$ cat config.mk
export PLATFORM = sky130hd
export DESIGN_NAME = lbf_front
export DESIGN_NICKNAME = d
export VERILOG_FILES = /design/src/lbf_pkg.sv /design/src/lbf_front.sv
export SDC_FILE = /design/constraint.sdc
export NUM_CORES = 1
export LEC_CHECK = 0
export ABC_AREA = 1
export BUFFER_PORTS_ARGS = -buffer_cell sky130_fd_sc_hd__buf_4
export CORE_ASPECT_RATIO = 1.25
export CORE_MARGIN = 4
export CORE_UTILIZATION = 28
export DETAILED_ROUTE_END_ITERATION = 8
export PLACE_DENSITY = 0.83
export RECOVER_POWER = 100
export SLEW_MARGIN = 20
export SYNTH_ARGS = -nofsm -noshare
export SYNTH_HDL_FRONTEND = slang
export SYNTH_SLANG_ARGS = --single-unit
$ cat constraint.sdc
create_clock -name vclk -period 1.5
set_clock_uncertainty 0.05 [all_clocks]
set_input_delay 0.3 -clock vclk [all_inputs]
set_output_delay 0.3 -clock vclk [all_outputs]
set_load 0.005 [all_outputs]
$ cat src/lbf_pkg.sv
`default_nettype none
package lbf_pkg;

   // Table geometry
   localparam int NUM_PORTS     = 8;
   localparam int NUM_DBS       = 4;
   localparam int TABLE_ENTRIES = 1024;
   localparam int IDX_W         = $clog2(TABLE_ENTRIES);
   localparam int DB_W          = 2;
   localparam int SLOT_W        = IDX_W + DB_W;
   localparam int MASK_W        = 8;
   localparam int PORT_W        = 3;
   localparam int PRIO_W        = 3;
   localparam int TIME_W        = 32;
   localparam int AGE_W         = 24;
   localparam int CSR_W         = 24;
   localparam int CSR_IDX_W     = 2;

   // Frame field constants
   localparam logic [15:0] VLAN_TPID = 16'h8100;
   localparam logic [31:0] BCAST_MAC = 32'hFFFF_FFFF;
   localparam int          MCAST_BIT = 31;
   localparam logic [MASK_W-1:0] FLOOD_MASK =
      (NUM_PORTS >= MASK_W) ? {MASK_W{1'b1}} : MASK_W'((1 << NUM_PORTS) - 1);
   localparam logic [DB_W-1:0] DB_MAX = DB_W'(NUM_DBS - 1);

   // Register indexes
   localparam logic [CSR_IDX_W-1:0] CSR_AGE_TIME  = 2'd0;
   localparam logic [CSR_IDX_W-1:0] CSR_PRIO_MAP  = 2'd1;
   localparam logic [CSR_IDX_W-1:0] CSR_DB_MAP    = 2'd2;

   // Source classes
   localparam logic [1:0] SCLASS_UNICAST   = 2'd0;
   localparam logic [1:0] SCLASS_MULTICAST = 2'd1;
   localparam logic [1:0] SCLASS_BROADCAST = 2'd2;

   // Classified beat passed from front to back
   typedef struct packed {
      logic                 is_tick;
      logic                 drop;
      logic [PORT_W-1:0]    port;
      logic [1:0]           sclass;
      logic [PRIO_W-1:0]    prio;
      logic [SLOT_W-1:0]    src_slot;
      logic [SLOT_W-1:0]    dst_slot;
      logic                 dst_bcast;
   } item_type;

   // One MAC table entry
   typedef struct packed {
      logic                 valid;
      logic [MASK_W-1:0]    ports;
      logic [TIME_W-1:0]    birth;
   } entry_type;

   typedef enum logic [1:0] {
      ST_CLEAR,
      ST_RUN,
      ST_SRC,
      ST_DST
   } state_type;

endpackage
`default_nettype wire

$ cat src/lbf_front.sv
`default_nettype none
module lbf_front (
   input  wire logic                       req_kind,
   input  wire logic [lbf_pkg::PORT_W-1:0] req_ingress_port,
   input  wire logic [31:0]                req_dst_mac,
   input  wire logic [31:0]                req_src_mac,
   input  wire logic [15:0]                req_tag_type,
   input  wire logic [lbf_pkg::PRIO_W-1:0] req_vlan_priority,
   input  wire logic [lbf_pkg::CSR_W-1:0]  prio_map,
   input  wire logic [15:0]                db_map,
   output lbf_pkg::item_type               item
);
   import lbf_pkg::*;

   logic [4:0]      prio_idx;
   logic [3:0]      db_idx;
   logic [DB_W-1:0] db_raw;
   logic [DB_W-1:0] db;

   // Per-port lookups into the default maps
   assign prio_idx = 5'(req_ingress_port) * 5'd3;
   assign db_idx   = {req_ingress_port, 1'b0};
   assign db_raw   = db_map[db_idx +: DB_W];
   assign db       = ({1'b0, db_raw} >= (DB_W+1)'(NUM_DBS)) ? DB_MAX : db_raw;

   // Classify the beat
   always_comb begin
      item.is_tick  = req_kind;
      item.drop     = ({1'b0, req_ingress_port} >= (PORT_W+1)'(NUM_PORTS));
      item.port     = req_ingress_port;
      item.prio     = (req_tag_type == VLAN_TPID) ? req_vlan_priority
                                                  : prio_map[prio_idx +: PRIO_W];
      if (req_src_mac == BCAST_MAC) begin
         item.sclass = SCLASS_BROADCAST;
      end else if (req_src_mac[MCAST_BIT]) begin
         item.sclass = SCLASS_MULTICAST;
      end else begin
         item.sclass = SCLASS_UNICAST;
      end
      item.src_slot  = {db, req_src_mac[IDX_W-1:0]};
      item.dst_slot  = {db, req_dst_mac[IDX_W-1:0]};
      item.dst_bcast = (req_dst_mac == BCAST_MAC);
   end

endmodule
`default_nettype wire

==> results.toml, run 1 <==
[pwr]
p_sw_mw = 0.194
pwr-share-clk_pct = 0
p_int_mw = 0.346
vdd_drop_max_mv = 0.182
p_seq_share_pct = 0
p_sw_share_pct = 35.9
total_power_mw = 0.540
pwr_density_cell_nw_per_um2 = 255
p_leak_nw = 1.16
comb_power_share_pct = 100.0

[finish]
flops_and_latches = 0
fin_cells = 364
clkbuf_count = 0
fin_area_um2 = 2120
nNetsFinal = 457
seqCellArea_um2 = 0
diodes = 0
area_growth_pct = 133
drive_above_1_share_pct = 56.7

[route]
wirelength_um = 4830
vias = 1717
first_pass_iters = 4
avgViaCountPerCell = 4.72
wire_per_inst_um = 13.3
drt_iter0_drc = 39
drc = 0
ant_nets = 0

[setup_path]
crit_required_ns = 1.15
crit_path_end_kind = "output port"
crit_path_max_fanout = 6
start_kind = "input pin"
arrival_ns = 1.12
criticalPathCategory = "input pin to output port"

[synthesis]
synthDistinctLibCells = 14
synth.top_cells.by_count = "nand2_1, nor2_1, buf_4"
syn_inst = 194
post-synth-top-count-cell = "nand2_1"
syn-mean-instance-area_um2 = 4.68
yosys-top-cells-area = "nand2_1, buf_4, nor2_1"
ys_seq_area_share_pct = 0
synth.top_cell.area_share_pct = 27.3
synth_area_um2 = 908
syn_nets = 321
synth_warnings = 0
netlist.top_cell.by_area = "nand2_1"

[placement]
dp_hpwl_um = 4000
place.gp.congestion = 0.909
dp_cells = 360
io_buffers = 159
place_area_um2 = 1940

[floorplanning]
fp.dieH_um = 71.7
core_um2 = 3030
die_w_um = 58.9
rows = 22
io_pins = 162
die_area_um2 = 4230
initial_core_util_pct = 30.0

[timing]
holdWs_ns = 0.550
drv_slew = 0
period_share_pct = 97.8
finalSetupTns_ns = 0
hold_violations = 0
period_minus_slack_ns = 1.47
max_freq_mhz = 681
setup_violations = 0

[worst_hold_path]
hold_depth = 0
hold_class = "input pin to output port"

[grt]
grt_start_max_net_pins = 21
grt_use_total_pct = 18.8
grt_overflow = 0
antenna_found_initial = 0
grt_pass1_vias = 1551
grt_pass1_wl_um = 6560

[clocking]
hold_buffers = 0

[flow_run]
cap_violations = 0

[status]
status = "finished, final reports clean"
[worst paths after layout]
kind | from | end | slack, ns
worst min-delay path | req_kind | item[34] | 0.55
worst max-delay path | req_ingress_port[0] | item[11] | 0.03
[area by class of cell]
type               instances  area, µm²
repair buffers           165       1280
fillers                  272        911
multi-input cells        145        702
inverters                 17       80.1
well taps                 36       45.0
repair inverters           1       8.76
[power groups by stage]
stage / Clock, mW / Combinational, mW / Sequential (mW)
6_report: 0 / 0.540 / 0
5_1_grt: 0 / 0.589 / 0
4_1_cts: 0 / 0.493 / 0
3_5_place_dp: 0 / 0.490 / 0
3_3_place_gp: 0 / 0.483 / 0
2_1_floorplan: 0 / 0.180 / 0
[worst max-delay path, stage by stage]
cell and delay [ns]:
buf_12 0.13, buf_8 0.13, nor2_2 0.09, nor2_1 0.04, o21ai_1 0.07, o21ai_1 0.08, nand2_1 0.09, nand2_2 0.07
buf_6 0.12
[logic make-up after synthesis]
family | share of synthesized area, %
AOI/OAI and AO/OA | 7.71
and+or+nand+nor | 59.5
buffers and inverters | 32.4
other | 0.413
[what timing repair did]
| action | 4_1_cts | 5_1_grt |
|---|---|---|
| setup endpoints to repair | 7 | 7 |
| gates resized for setup | 4 | 41 |
| gates cloned | 0 | 3 |
| setup buffers | 0 | 1 |
| pin swaps | 0 | 16 |
[metal layers]
| metal | global-route usage, % | wire [µm] | vias to the layer above |
|---|---|---|---|
| li1 | - | - | 854 |
| met1 | 20.2 | 1560 | 729 |
| met2 | 35.4 | 2540 | 124 |
| met3 | 5.41 | 620 | 10 |
| met4 | 3.78 | 108 | 0 |
| met5 | 0 | 0 | - |
[cell usage in the layout (no fill, tap or decap), types with 2 or more instances in the layout]
master / n
nor2_4: 3
nand3_1: 15
nor2_2: 6
buf_6: 3
nand4_1: 8
clkbuf_4: 15
clkbuf_1: 5
buf_8: 3
inv_1: 15
o22ai_1: 2
nand2_2: 8
nor2_1: 26
o21ai_0: 6
o21ai_1: 4
nand3_2: 6
buf_4: 136
nand2_1: 58
[stage by stage]
step                      setup slack [ns]  util (%)
after floorplan                      0.191         -
after global placement             -0.0378      64.0
after detailed placement           -0.0364      64.0
after CTS                          0.00671      64.4
after global routing               -0.0174      69.9
final                               0.0325      69.9
No activity file was read; power rests on OpenSTA's default activity.
==> run 2: changes to the inputs <==
Settings changed: PLACE_DENSITY 0.83 to 0.9.
==> run 2 against run 1 <==
Via count up 1.3%. Worst hold slack unchanged. Sequential share of layout area unchanged. Global-route usage up 0.57 points. Utilization up 0.29 points. Die area unchanged. Fmax down 1.6%. Worst setup slack worse by 0.024 ns. Cell count up 1.1%. Non-clock buffer count up 5.
==> results.toml, run 2 (synthesis results as in run 1) <==
[route]
wirelength_um = 4800
avgViaCountPerCell = 4.73
vias = 1740
wire_per_inst_um = 13.0
drt_iter0_drc = 37
drc = 0
first_pass_iters = 4
ant_nets = 0

[placement]
dp_hpwl_um = 4160
place_area_um2 = 2000
dp_cells = 368
place.gp.congestion = 0.891
dp_worst_setup_slack_ns = 0.00402
io_buffers = 159

[finish]
final_common_cell = "buf_4"
fin_cells = 368
flops_and_latches = 0
clkbuf_count = 0
final_cell_mix = "buf_4, nand2_1, nor2_1, clkbuf_4, inv_1"
nNetsFinal = 461
seqCellArea_um2 = 0
area_growth_pct = 134
fin_area_um2 = 2130
diodes = 0
drive_above_1_share_pct = 58.1
n_fill_cell = 252

[setup_path]
cpPeakStageDelay_ns = 0.11
cp_top_family = "simple AND/OR/NAND/NOR gates"
start_kind = "input pin"
crit_path_end_kind = "output port"
crit_required_ns = 1.15
startpoint = "req_ingress_port[0]"
criticalPathCategory = "input pin to output port"
path_buf_inv = 4
arrival_ns = 1.14
slowest_stage = "buf_8"
crit_path_max_fanout = 5
path_cells = "buf_8 -> inv_4 -> buf_6 -> nand2_1 -> nand2_1 -> nand2_2 -> nand3_2 -> nand3_2 -> nand2_2 -> buf_4"

[timing]
setup_violations = 0
hold_violations = 0
max_freq_mhz = 671
period_minus_slack_ns = 1.49
finalSetupTns_ns = 0
period_share_pct = 99.4
drv_slew = 0
setup_slack_ns = 0.00888

[floorplanning]
die_area_um2 = 4230
die_w_um = 58.9
fp.dieH_um = 71.7
rows = 22
initial_core_util_pct = 30.0
io_pins = 162
core_um2 = 3030

[clocking]
post_cts_buffers = 0
hold_buffers = 0

[pwr]
p_leak_nw = 1.18
pwr_density_cell_nw_per_um2 = 253
vdd_drop_max_mv = 0.206
total_power_mw = 0.537

[grt]
grt_pass1_vias = 1629
grt_overflow = 0
grt_start_max_net_pins = 11
busiest_layer = "met2"
grtUsageMet3_pct = 6.49
use_met1_pct = 18.9
grt_use_total_pct = 19.4
grt_pass1_wl_um = 6710
use_met2_pct = 38.6
antenna_found_initial = 0

[flow_run]
cap_violations = 0

[worst_hold_path]
hold_depth = 0
hold_class = "input pin to output port"
min-delay-start = "req_kind"
min_delay_worst_endpoint = "item[34]"

[status]
status = "finished, final reports clean"
## run 2: timing repair
item                       CTS  global route
pin swaps                    0            14
setup endpoints to repair    1             7
gates resized for setup      1            38
## run 2: power by group
part | internal [mW] | switching [mW] | leakage [nW]
combinational | 0.344 | 0.193 | 1.18
sequential | 0 | 0 | 0
clock | 0 | 0 | 0
total | 0.344 | 0.193 | 1.18
## run 2: layout make-up
class | count | area, µm² | share of cell area [%]
multi-input cells | 145 | 708 | 33.3
inverters | 17 | 70.1 | 3.30
repair buffers | 170 | 1300 | 61.3
well taps | 36 | 45.0 | 2.12
## run 2: worst max path at each step
stage / end / slack, ns / cells after the start
after floorplan: item[23] / 0.19 / 8
after detailed placement: item[25] / 0.004 / 9
after global routing: item[25] / -0.03 / 9
after global placement: item[26] / 0.02 / 8
final: item[25] / 0.009 / 10
after CTS: item[25] / 0.0007 / 10
## run 2: per-layer routing
layer	part of all wire (%)	routed length (µm)
met5	0	0
met4	2.8	134
met3	14	689
met2	54	2600
met1	29	1370
## run 2: metrics by stage
stage                     hold slack (ns)  utilization [%]
after global routing                0.550             70.2
after detailed placement            0.550             66.0
final                               0.550             70.2
after global placement              0.550             66.0
after CTS                           0.550             66.2
after floorplan                     0.631                -
