$ cat src/lbf_pkg.sv
`default_nettype none
package lbf_pkg;

   // Table geometry
   localparam int NUM_PORTS     = 8;
   localparam int NUM_DBS       = 4;
   localparam int TABLE_ENTRIES = 1024;
   localparam int IDX_W         = $clog2(TABLE_ENTRIES);
   localparam int DB_W          = 2;
   localparam int SLOT_W        = IDX_W + DB_W;
   localparam int MASK_W        = 8;
   localparam int PORT_W        = 3;
   localparam int PRIO_W        = 3;
   localparam int TIME_W        = 32;
   localparam int AGE_W         = 24;
   localparam int CSR_W         = 24;
   localparam int CSR_IDX_W     = 2;

   // Frame field constants
   localparam logic [15:0] VLAN_TPID = 16'h8100;
   localparam logic [31:0] BCAST_MAC = 32'hFFFF_FFFF;
   localparam int          MCAST_BIT = 31;
   localparam logic [MASK_W-1:0] FLOOD_MASK =
      (NUM_PORTS >= MASK_W) ? {MASK_W{1'b1}} : MASK_W'((1 << NUM_PORTS) - 1);
   localparam logic [DB_W-1:0] DB_MAX = DB_W'(NUM_DBS - 1);

   // Register indexes
   localparam logic [CSR_IDX_W-1:0] CSR_AGE_TIME  = 2'd0;
   localparam logic [CSR_IDX_W-1:0] CSR_PRIO_MAP  = 2'd1;
   localparam logic [CSR_IDX_W-1:0] CSR_DB_MAP    = 2'd2;

   // Source classes
   localparam logic [1:0] SCLASS_UNICAST   = 2'd0;
   localparam logic [1:0] SCLASS_MULTICAST = 2'd1;
   localparam logic [1:0] SCLASS_BROADCAST = 2'd2;

   // Classified beat passed from front to back
   typedef struct packed {
      logic                 is_tick;
      logic                 drop;
      logic [PORT_W-1:0]    port;
      logic [1:0]           sclass;
      logic [PRIO_W-1:0]    prio;
      logic [SLOT_W-1:0]    src_slot;
      logic [SLOT_W-1:0]    dst_slot;
      logic                 dst_bcast;
   } item_type;

   // One MAC table entry
   typedef struct packed {
      logic                 valid;
      logic [MASK_W-1:0]    ports;
      logic [TIME_W-1:0]    birth;
   } entry_type;

   typedef enum logic [1:0] {
      ST_CLEAR,
      ST_RUN,
      ST_SRC,
      ST_DST
   } state_type;

endpackage
`default_nettype wire

$ cat src/lbf_queue.sv
`default_nettype none
module lbf_queue (
   input  wire logic              clock,
   input  wire logic              reset,
   input  wire logic              push,
   input  wire lbf_pkg::item_type push_item,
   output logic                   full,
   input  wire logic              pop,
   output logic                   head_valid,
   output lbf_pkg::item_type      head_item
);
   import lbf_pkg::*;

   item_type   slot_ff [2];
   logic       wr_ptr_ff, wr_ptr_in;
   logic       rd_ptr_ff, rd_ptr_in;
   logic [1:0] count_ff, count_in;

   assign full       = (count_ff == 2'd2);
   assign head_valid = (count_ff != 2'd0);
   assign head_item  = slot_ff[rd_ptr_ff];

   // Pointer and count update
   always_comb begin
      wr_ptr_in = wr_ptr_ff ^ push;
      rd_ptr_in = rd_ptr_ff ^ pop;
      count_in  = count_ff + 2'(push) - 2'(pop);
   end

   always_ff @(posedge clock) begin
      if (reset) begin
         wr_ptr_ff <= 1'b0;
         rd_ptr_ff <= 1'b0;
         count_ff  <= 2'd0;
      end else begin
         wr_ptr_ff <= wr_ptr_in;
         rd_ptr_ff <= rd_ptr_in;
         count_ff  <= count_in;
      end
   end

   always_ff @(posedge clock) begin
      if (push) begin
         slot_ff[wr_ptr_ff] <= push_item;
      end
   end

endmodule
`default_nettype wire

$ cat config.mk
export PLATFORM = sky130hd
export DESIGN_NAME = lbf_queue
export DESIGN_NICKNAME = d
export VERILOG_FILES = /design/src/lbf_pkg.sv /design/src/lbf_queue.sv
export SDC_FILE = /design/constraint.sdc
export NUM_CORES = 1
export LEC_CHECK = 0
export CAP_MARGIN = 10
export CORE_MARGIN = 3
export CORE_UTILIZATION = 25
export DETAILED_ROUTE_END_ITERATION = 10
export DONT_BUFFER_PORTS = 1
export SLEW_MARGIN = 20
export SYNTH_ARGS = -nofsm -noshare
export SYNTH_HDL_FRONTEND = slang
export SYNTH_SLANG_ARGS = --single-unit
$ cat constraint.sdc
create_clock -name clock -period 1.6 [get_ports clock]
set_clock_uncertainty 0.1 [all_clocks]
set_input_delay 0.24 -clock clock [delete_from_list [all_inputs] [get_ports clock]]
set_output_delay 0.24 -clock clock [all_outputs]
set_load 0.02 [all_outputs]
==> results of run 1 <==
==> cells in the final DEF (no fill, tap or decap) <==
cell type / count
xnor3_1: 1
inv_1: 3
clkinv_1: 4
buf_12: 2
nor2b_1: 2
or2_2: 1
bufinv_16: 1
ha_1: 2
buf_16: 2
clkbuf_16: 9
xnor2_1: 1
ha_2: 2
dfxtp_4: 1
edfxtp_1: 70
inv_6: 1
buf_4: 3
mux2_4: 35
nor2_1: 3
dlygate4sd3_1: 37
dfxtp_1: 3
buf_6: 1
clkinv_2: 1
==> synth_stat cells <==
cell / count / area (um2)
buf_12: 3 / 60.06
buf_6: 1 / 11.26
dfxtp_1: 4 / 80.08
edfxtp_1: 70 / 2102
ha_1: 4 / 50.05
inv_1: 3 / 11.26
mux2_2: 6 / 67.56
mux2_4: 29 / 435.4
nor2_1: 3 / 11.26
nor2b_1: 2 / 12.51
or2_2: 1 / 6.260
xnor2_1: 1 / 8.760
xnor3_1: 1 / 22.52
==> layer usage <==
metal | GRT usage | vias up | wire, um
met5 | 0 | - | 0
met4 | 0.03365 | 0 | 61
met3 | 0.04439 | 6 | 427
met2 | 0.1394 | 49 | 2581
met1 | 0.09789 | 627 | 2108
li1 | - | 603 | -
==> power groups by stage <==
stage	registers, mW	clock network, mW	logic (mW)
5_1_grt	2.32	2.07	0.718
2_1_floorplan	2.33	0	0.493
6_report	2.31	1.89	0.671
3_5_place_dp	2.34	0	0.557
4_1_cts	2.31	1.97	0.691
3_3_place_gp	2.33	0	0.554
==> state kept, by name (all words and copies together) (netlist names) <==
register / flops
slot_ff: 70
count_ff: 2
rd_ptr_ff: 1
wr_ptr_ff: 1
==> worst paths after layout <==
check,to,cells past startpoint,start,slack (ns)
min reg2reg,wr_ptr_ff$_SDFF_PP0_,3,wr_ptr_ff$_SDFF_PP0_,0.47
min,wr_ptr_ff$_SDFF_PP0_,2,push,0.03
max reg2reg,rd_ptr_ff$_SDFF_PP0_,4,rd_ptr_ff$_SDFF_PP0_,0.07
max,head_item[22],2,rd_ptr_ff$_SDFF_PP0_,-0.04
==> what timing repair did <==
action	4_1_cts	5_1_grt
cloned	2	0
gates resized for setup	10	0
setup endpoints to repair	30	35
hold buffers	37	0
pin swaps	0	0
hold endpoints to repair	74	0
==> cell families after synthesis <==
kind of cell	Yosys count	synth area share
fa+ha+maj	4	0.01738
simple gates	6	0.01043
flops	74	0.7579
mux	35	0.1747
buf+inv	7	0.02868
xor+xnor	2	0.01086
==> per-stage QoR <==
step	worst slack, ns	power [mW]	hold slack [ns]	utilization
6_report	-0.04099	4.868	0.02883	0.3443
3_5_place_dp	0.2377	2.897	0.2076	0.2773
2_1_floorplan	0.2156	2.820	0.2067	-
5_1_grt	-0.08933	5.109	0.01196	0.3443
4_1_cts	-0.07004	4.969	0.01127	0.3443
3_3_place_gp	0.2395	2.886	0.2084	0.2773
==> final cells by class <==
type                       instances  area (um2)
clock buffer                       9       225.2
fill                            1063        7233
sequential                        74        2186
timing repair buffer              45       499.2
multi-input combinational         47       641.9
inverter                           3       11.26
tap                              140       175.2
clock inverter                     7       58.81
==> critical path, delay by kind of cell (launching register included) <==
kind,cells,cell delay (ns)
buf+inv,1,0.19
flops,1,0.43
mux,1,0.35
==> impl_results.md, run 1 <==
* Ports at 76
* Post-synthesis sequential area ratio at 0.7579
* Hold WC Path Type: in2reg
* Crit-path slowest cell: dfxtp_4
* Setup Viol. Count Final at 28
* Largest net degree at the start of global routing at 24
* Status: finished, violations left
* Switching power of the nets at 1.094 mW
* Final period util at 1.026
* Critical Path RT at 1.26 ns
* Slew Viols, Final at 0
* Share of post-route cells with drive strength above 1 at 0.3189
* GRT Residual Overflow at 0
* Reg clk slew, reported paths at about 0.050 ns
* Setup total negative slack at -0.6331 ns
* Total GRT Usage at 0.08658
* Inst Count DP at 270
* Cell area after layout at 3797 um2
* Core area at between 10000 and 15000 um2
* Placed Area at slightly above 3000 um2
* Slowest stage delay, CP at roughly 0.43 ns
* Worst-skew pair later-pin latency at between 0.3 and 0.4 ns
* Synthesized net count at ~170
* CTS tree: yes
* Detailed Route WL at 5.179 mm
* Failing checks: negative setup slack
* Comb pwr share at 0.138
* Sequential share of power at 0.474
* Max VDD drop at 0.3680 mV
* Internal power at between 3 and 4 mW
* Hold Fails Final Rpt at 0
* WL/cell at between 15 and 20 um
* Area Growth Syn to Fin at 31.90%
* Num CTS Buffers at 9
* Final worst slack at -0.04099 ns
* WP data arrival at 1.30 ns
* Total Nets Final at ~220
* Slew of the pin with the lowest slew margin at between 0.4 and 0.5 ns
* Std-Cell Rows at 38
* Pre-Repair DR Iteration Count at 4
* Mapped Cells at around 130
* Vias at about 1300
* I/O Buffers at 0
* Vias in the first global route at ~1400
* Clock Path Buffers at 2
* Initial antenna violation count at 0
* Hpwl dp at ~3.2 mm
* Syn. warnings at 0
* Post-layout min period at roughly 1.6 ns
* Critical Path Sink Type: output pin
* First-pass GRT wire length at just over 8 mm
* LEAKAGE at between 1 and 1.5 nW
* Power per cell area at roughly 1300 nW/um2
* Residual DRC count at 0
* Die X at about 110 um
* Detailed Route Iter0 Violations at 37
* Critical path, cell by cell: buf_16 -> mux2_4
* Worst Setup Start Kind: flip-flop
* Net Sw Frac at 0.2248
* Initial Utilization at 0.2610
* Mean post-synth cell area at between 20 and 25 um2
* Vias per inst at 3.954
* CP Class: reg2out
* Clock power share at 0.388
* Final Non-Filler Cells at 325
* # H-tree levels at 3
* #FFs+latches synth at 74
* Die Y at 113.3 um
* GPL Wtd Cong at 0.6220
* Antenna diode count at 0
* Synthesized area at roughly 2900 um2
* Root buf cell: clkbuf_16
* Clock tree sinks at 74
* Max-cap violations at 0
* Post-route ant nets at 0
* Crit Path Max Fanout at 14
* F_max at around 0.61 GHz
* Setup Fix Bufs, Post-CTS at 0
* Die ar. at approximately 13000 um2
* Max-slew headroom at 0.7318
* Post-synth cell types at 13
* RSZ-0062 raised after global routing: true
Note: power is estimated with default switching activity, not from simulation.
==> inputs of run 2 (changes only) <==
- CELL_PAD_IN_SITES_DETAIL_PLACEMENT: default -> 1
- CELL_PAD_IN_SITES_GLOBAL_PLACEMENT: default -> 1
- PLACE_DENSITY_LB_ADDON: default -> 0.1
==> run 2 against run 1 <==
  * The run still ends with negative setup slack left
  * Combinational power increased by 3.1%
  * Core utilization increased by 0.70 points
  * Die area unchanged
  * Critical path depth unchanged
  * Design area increased by 2.0%
  * Total power increased by 7.1%
  * Worst setup slack got worse by 0.0025 ns
  * Non-clock buffer count unchanged
  * First-iteration DRC count decreased by 11%
  * Wire length increased by 9.9%
  * Largest cell class unchanged
==> impl_results.md, run 2 (same netlist as run 1, synthesis figures left out) <==
* F_max at 0.6085 GHz (-0.15%)
* Footprint of the multi-input gates at 641.9 um2 (unchanged)
* Most common cell after layout, fill and taps aside: edfxtp_1
* Die X at 113.3 um (unchanged)
* Power per cell area at 1345 nW/um2 (+4.9%)
* GRT Residual Overflow at 0 (unchanged)
* Crit path max-delay family: flip-flops
* Die ar. at 12840 um2 (unchanged)
* Commonest non-fill, non-tap cells in the layout: 70 x edfxtp_1, 37 x dlygate4sd3_1, 35 x mux2_4
* WL/cell at 17.56 um (+10%)
* Max VDD drop at 0.4690 mV (+27%)
* Ports at 76 (unchanged)
* Crit-path slowest cell: dfxtp_4
* Largest registers: slot_ff x70, count_ff x2
* Failing checks: negative setup slack
* Total GRT Usage at 0.09131 (+0.004727)
* Worst Setup Start Kind: flip-flop
* Clock tree sinks at 74 (unchanged)
* Antenna diode count at 0 (unchanged)
* Root buf cell: clkbuf_16
* Reg clk slew, reported paths at 0.05 ns (about the same)
* Residual DRC count at 0 (unchanged)
* Total power at 5.212 mW (+7.1%)
* Critical path, cell by cell: clkbuf_16 -> mux2_4
* GPL Wtd Cong at 0.6676 (+7.3%)
* LEAKAGE at 1.407 nW (+2.0%)
* WHS at 0.03836 ns (+0.009526 ns)
* Detailed Route Iter0 Violations at 33 (-11%)
* Critical Path Sink Type: output pin
* Crit Path Max Fanout at 5 (-9)
* Vias per inst at 4.037 (+2.1%)
* Hold WC Path Type: in2reg
* Final period util at 1.027 (+0.001566)
* Post-route ant nets at 0 (unchanged)
* I/O Buffers at 0 (unchanged)
* Inst Count DP at 267 (-1.1%)
* Largest net degree at the start of global routing at 36 (+50%)
* Slowest stage delay, CP at 0.45 ns (+0.02 ns)
* Cell area after layout at 3875 um2 (+2.0%)
* # H-tree levels at 3 (unchanged)
* Vias in the first global route at 1480 (+4.5%)
* Final worst slack at -0.04350 ns (-0.002506 ns)
* Post-layout min period at 1.643 ns (+0.002506 ns)
* Slew of the pin with the lowest slew margin at 0.4189 ns (+0.01742 ns)
* Setup Viol. Count Final at 35 (+25%)
* Worst-skew pair later-pin latency at 0.31 ns (about the same)
* Area Growth Syn to Fin at 34.59%
* CP Class: reg2out
* Seq. cell area at 2186 um2 (unchanged)
* Hold Fails Final Rpt at 0 (unchanged)
* Max-slew headroom at 0.7202 (-0.01163)
* Share of post-route cells with drive strength above 1 at 0.3315 (+0.01260)
* WP data arrival at 1.30 ns (about the same)
* Core area at 11030 um2 (unchanged)
* Std-Cell Rows at 38 (unchanged)
* Critical Path RT at 1.26 ns (about the same)
* Placed Area at 3049 um2 (-0.33%)
* Final Non-Filler Cells at 324 (-0.31%)
* CTS tree: yes
* RSZ-0062 raised after global routing: true
* Clock Path Buffers at 2 (unchanged)
* First-pass GRT wire length at 8.480 mm (+4.2%)
* Detailed Route WL at 5.691 mm (+9.9%)
* Max-cap violations at 0 (unchanged)
* Largest register FFs at 70 (unchanged)
* Vias at 1308 (+1.8%)
* Initial antenna violation count at 0 (unchanged)
* Die Y at 113.3 um (unchanged)
* Num CTS Buffers at 9 (unchanged)
* Hpwl dp at 3.270 mm (+1.0%)
* Slew Viols, Final at 0 (unchanged)
* Initial Utilization at 0.2610 (unchanged)
* Total Nets Final at 223 (unchanged)
* Filler instances at 1096 (+3.1%)
* Largest reg by FF count: slot_ff
* Status: finished, violations left
* Pre-Repair DR Iteration Count at 4 (unchanged)
* WP buf/inv at 1 (unchanged)
## run 2: cell count changes in the layout (fill, tap and decap cells not counted)
cell        previous run  this run
bufinv_16              1         3
clkbuf_16              9        10
clkinv_1               4         1
clkinvlp_4             0         1
buf_12                 2         3
buf_4                  3         1
inv_6                  1         0
## run 2: stage by stage
stage	utilization	setup TNS, ns	worst slack (ns)
floorplan	-	0	0.2156
global placement	0.2764	0	0.2190
CTS	0.3480	-1.907	-0.08681
detailed placement	0.2764	0	0.2010
global route	0.3513	-3.038	-0.09601
finish	0.3513	-1.137	-0.04350
## run 2: final cells by class
type / instances / share of cell area
Clock buffer: 9 / 0.05812
Sequential cell: 74 / 0.5641
Clock inverter: 6 / 0.02745
Multi-Input combinational cell: 47 / 0.1656
Inverter: 3 / 0.002906
Tap cell: 140 / 0.04520
Timing Repair Buffer: 45 / 0.1366
## run 2: what timing repair did
item / 4_1_cts / 5_1_grt
hold buffers: 37 / 0
cloned: 2 / 2
gates resized for setup: 9 / 0
setup endpoints to repair: 35 / 35
setup buffers: 1 / 0
hold endpoints to repair: 74 / 0
## run 2: power breakdown
part	leakage [nW]	internal, mW	switching [mW]	total, mW
clock	0.159	1.50	0.705	2.21
sequential	0.691	2.26	0.0495	2.31
combinational	0.557	0.338	0.353	0.692
## run 2: final timing paths
path	start	to	slack [ns]	cells past startpoint
worst max-delay path	rd_ptr_ff$_SDFF_PP0_	head_item[29]	-0.04	2
worst max register to register	count_ff[0]$_SDFF_PP0_	count_ff[1]$_SDFF_PP0_	0.28	6
worst min register to register	wr_ptr_ff$_SDFF_PP0_	wr_ptr_ff$_SDFF_PP0_	0.48	3
worst min-delay path	push	wr_ptr_ff$_SDFF_PP0_	0.04	2
## run 2: routing by layer
metal,share of wire,global-route usage,up-vias
li1,-,-,599
met3,0.075,0.04545,6
met5,0,0,-
met2,0.53,0.1580,49
met4,0.0081,0.02885,0
met1,0.39,0.09749,654
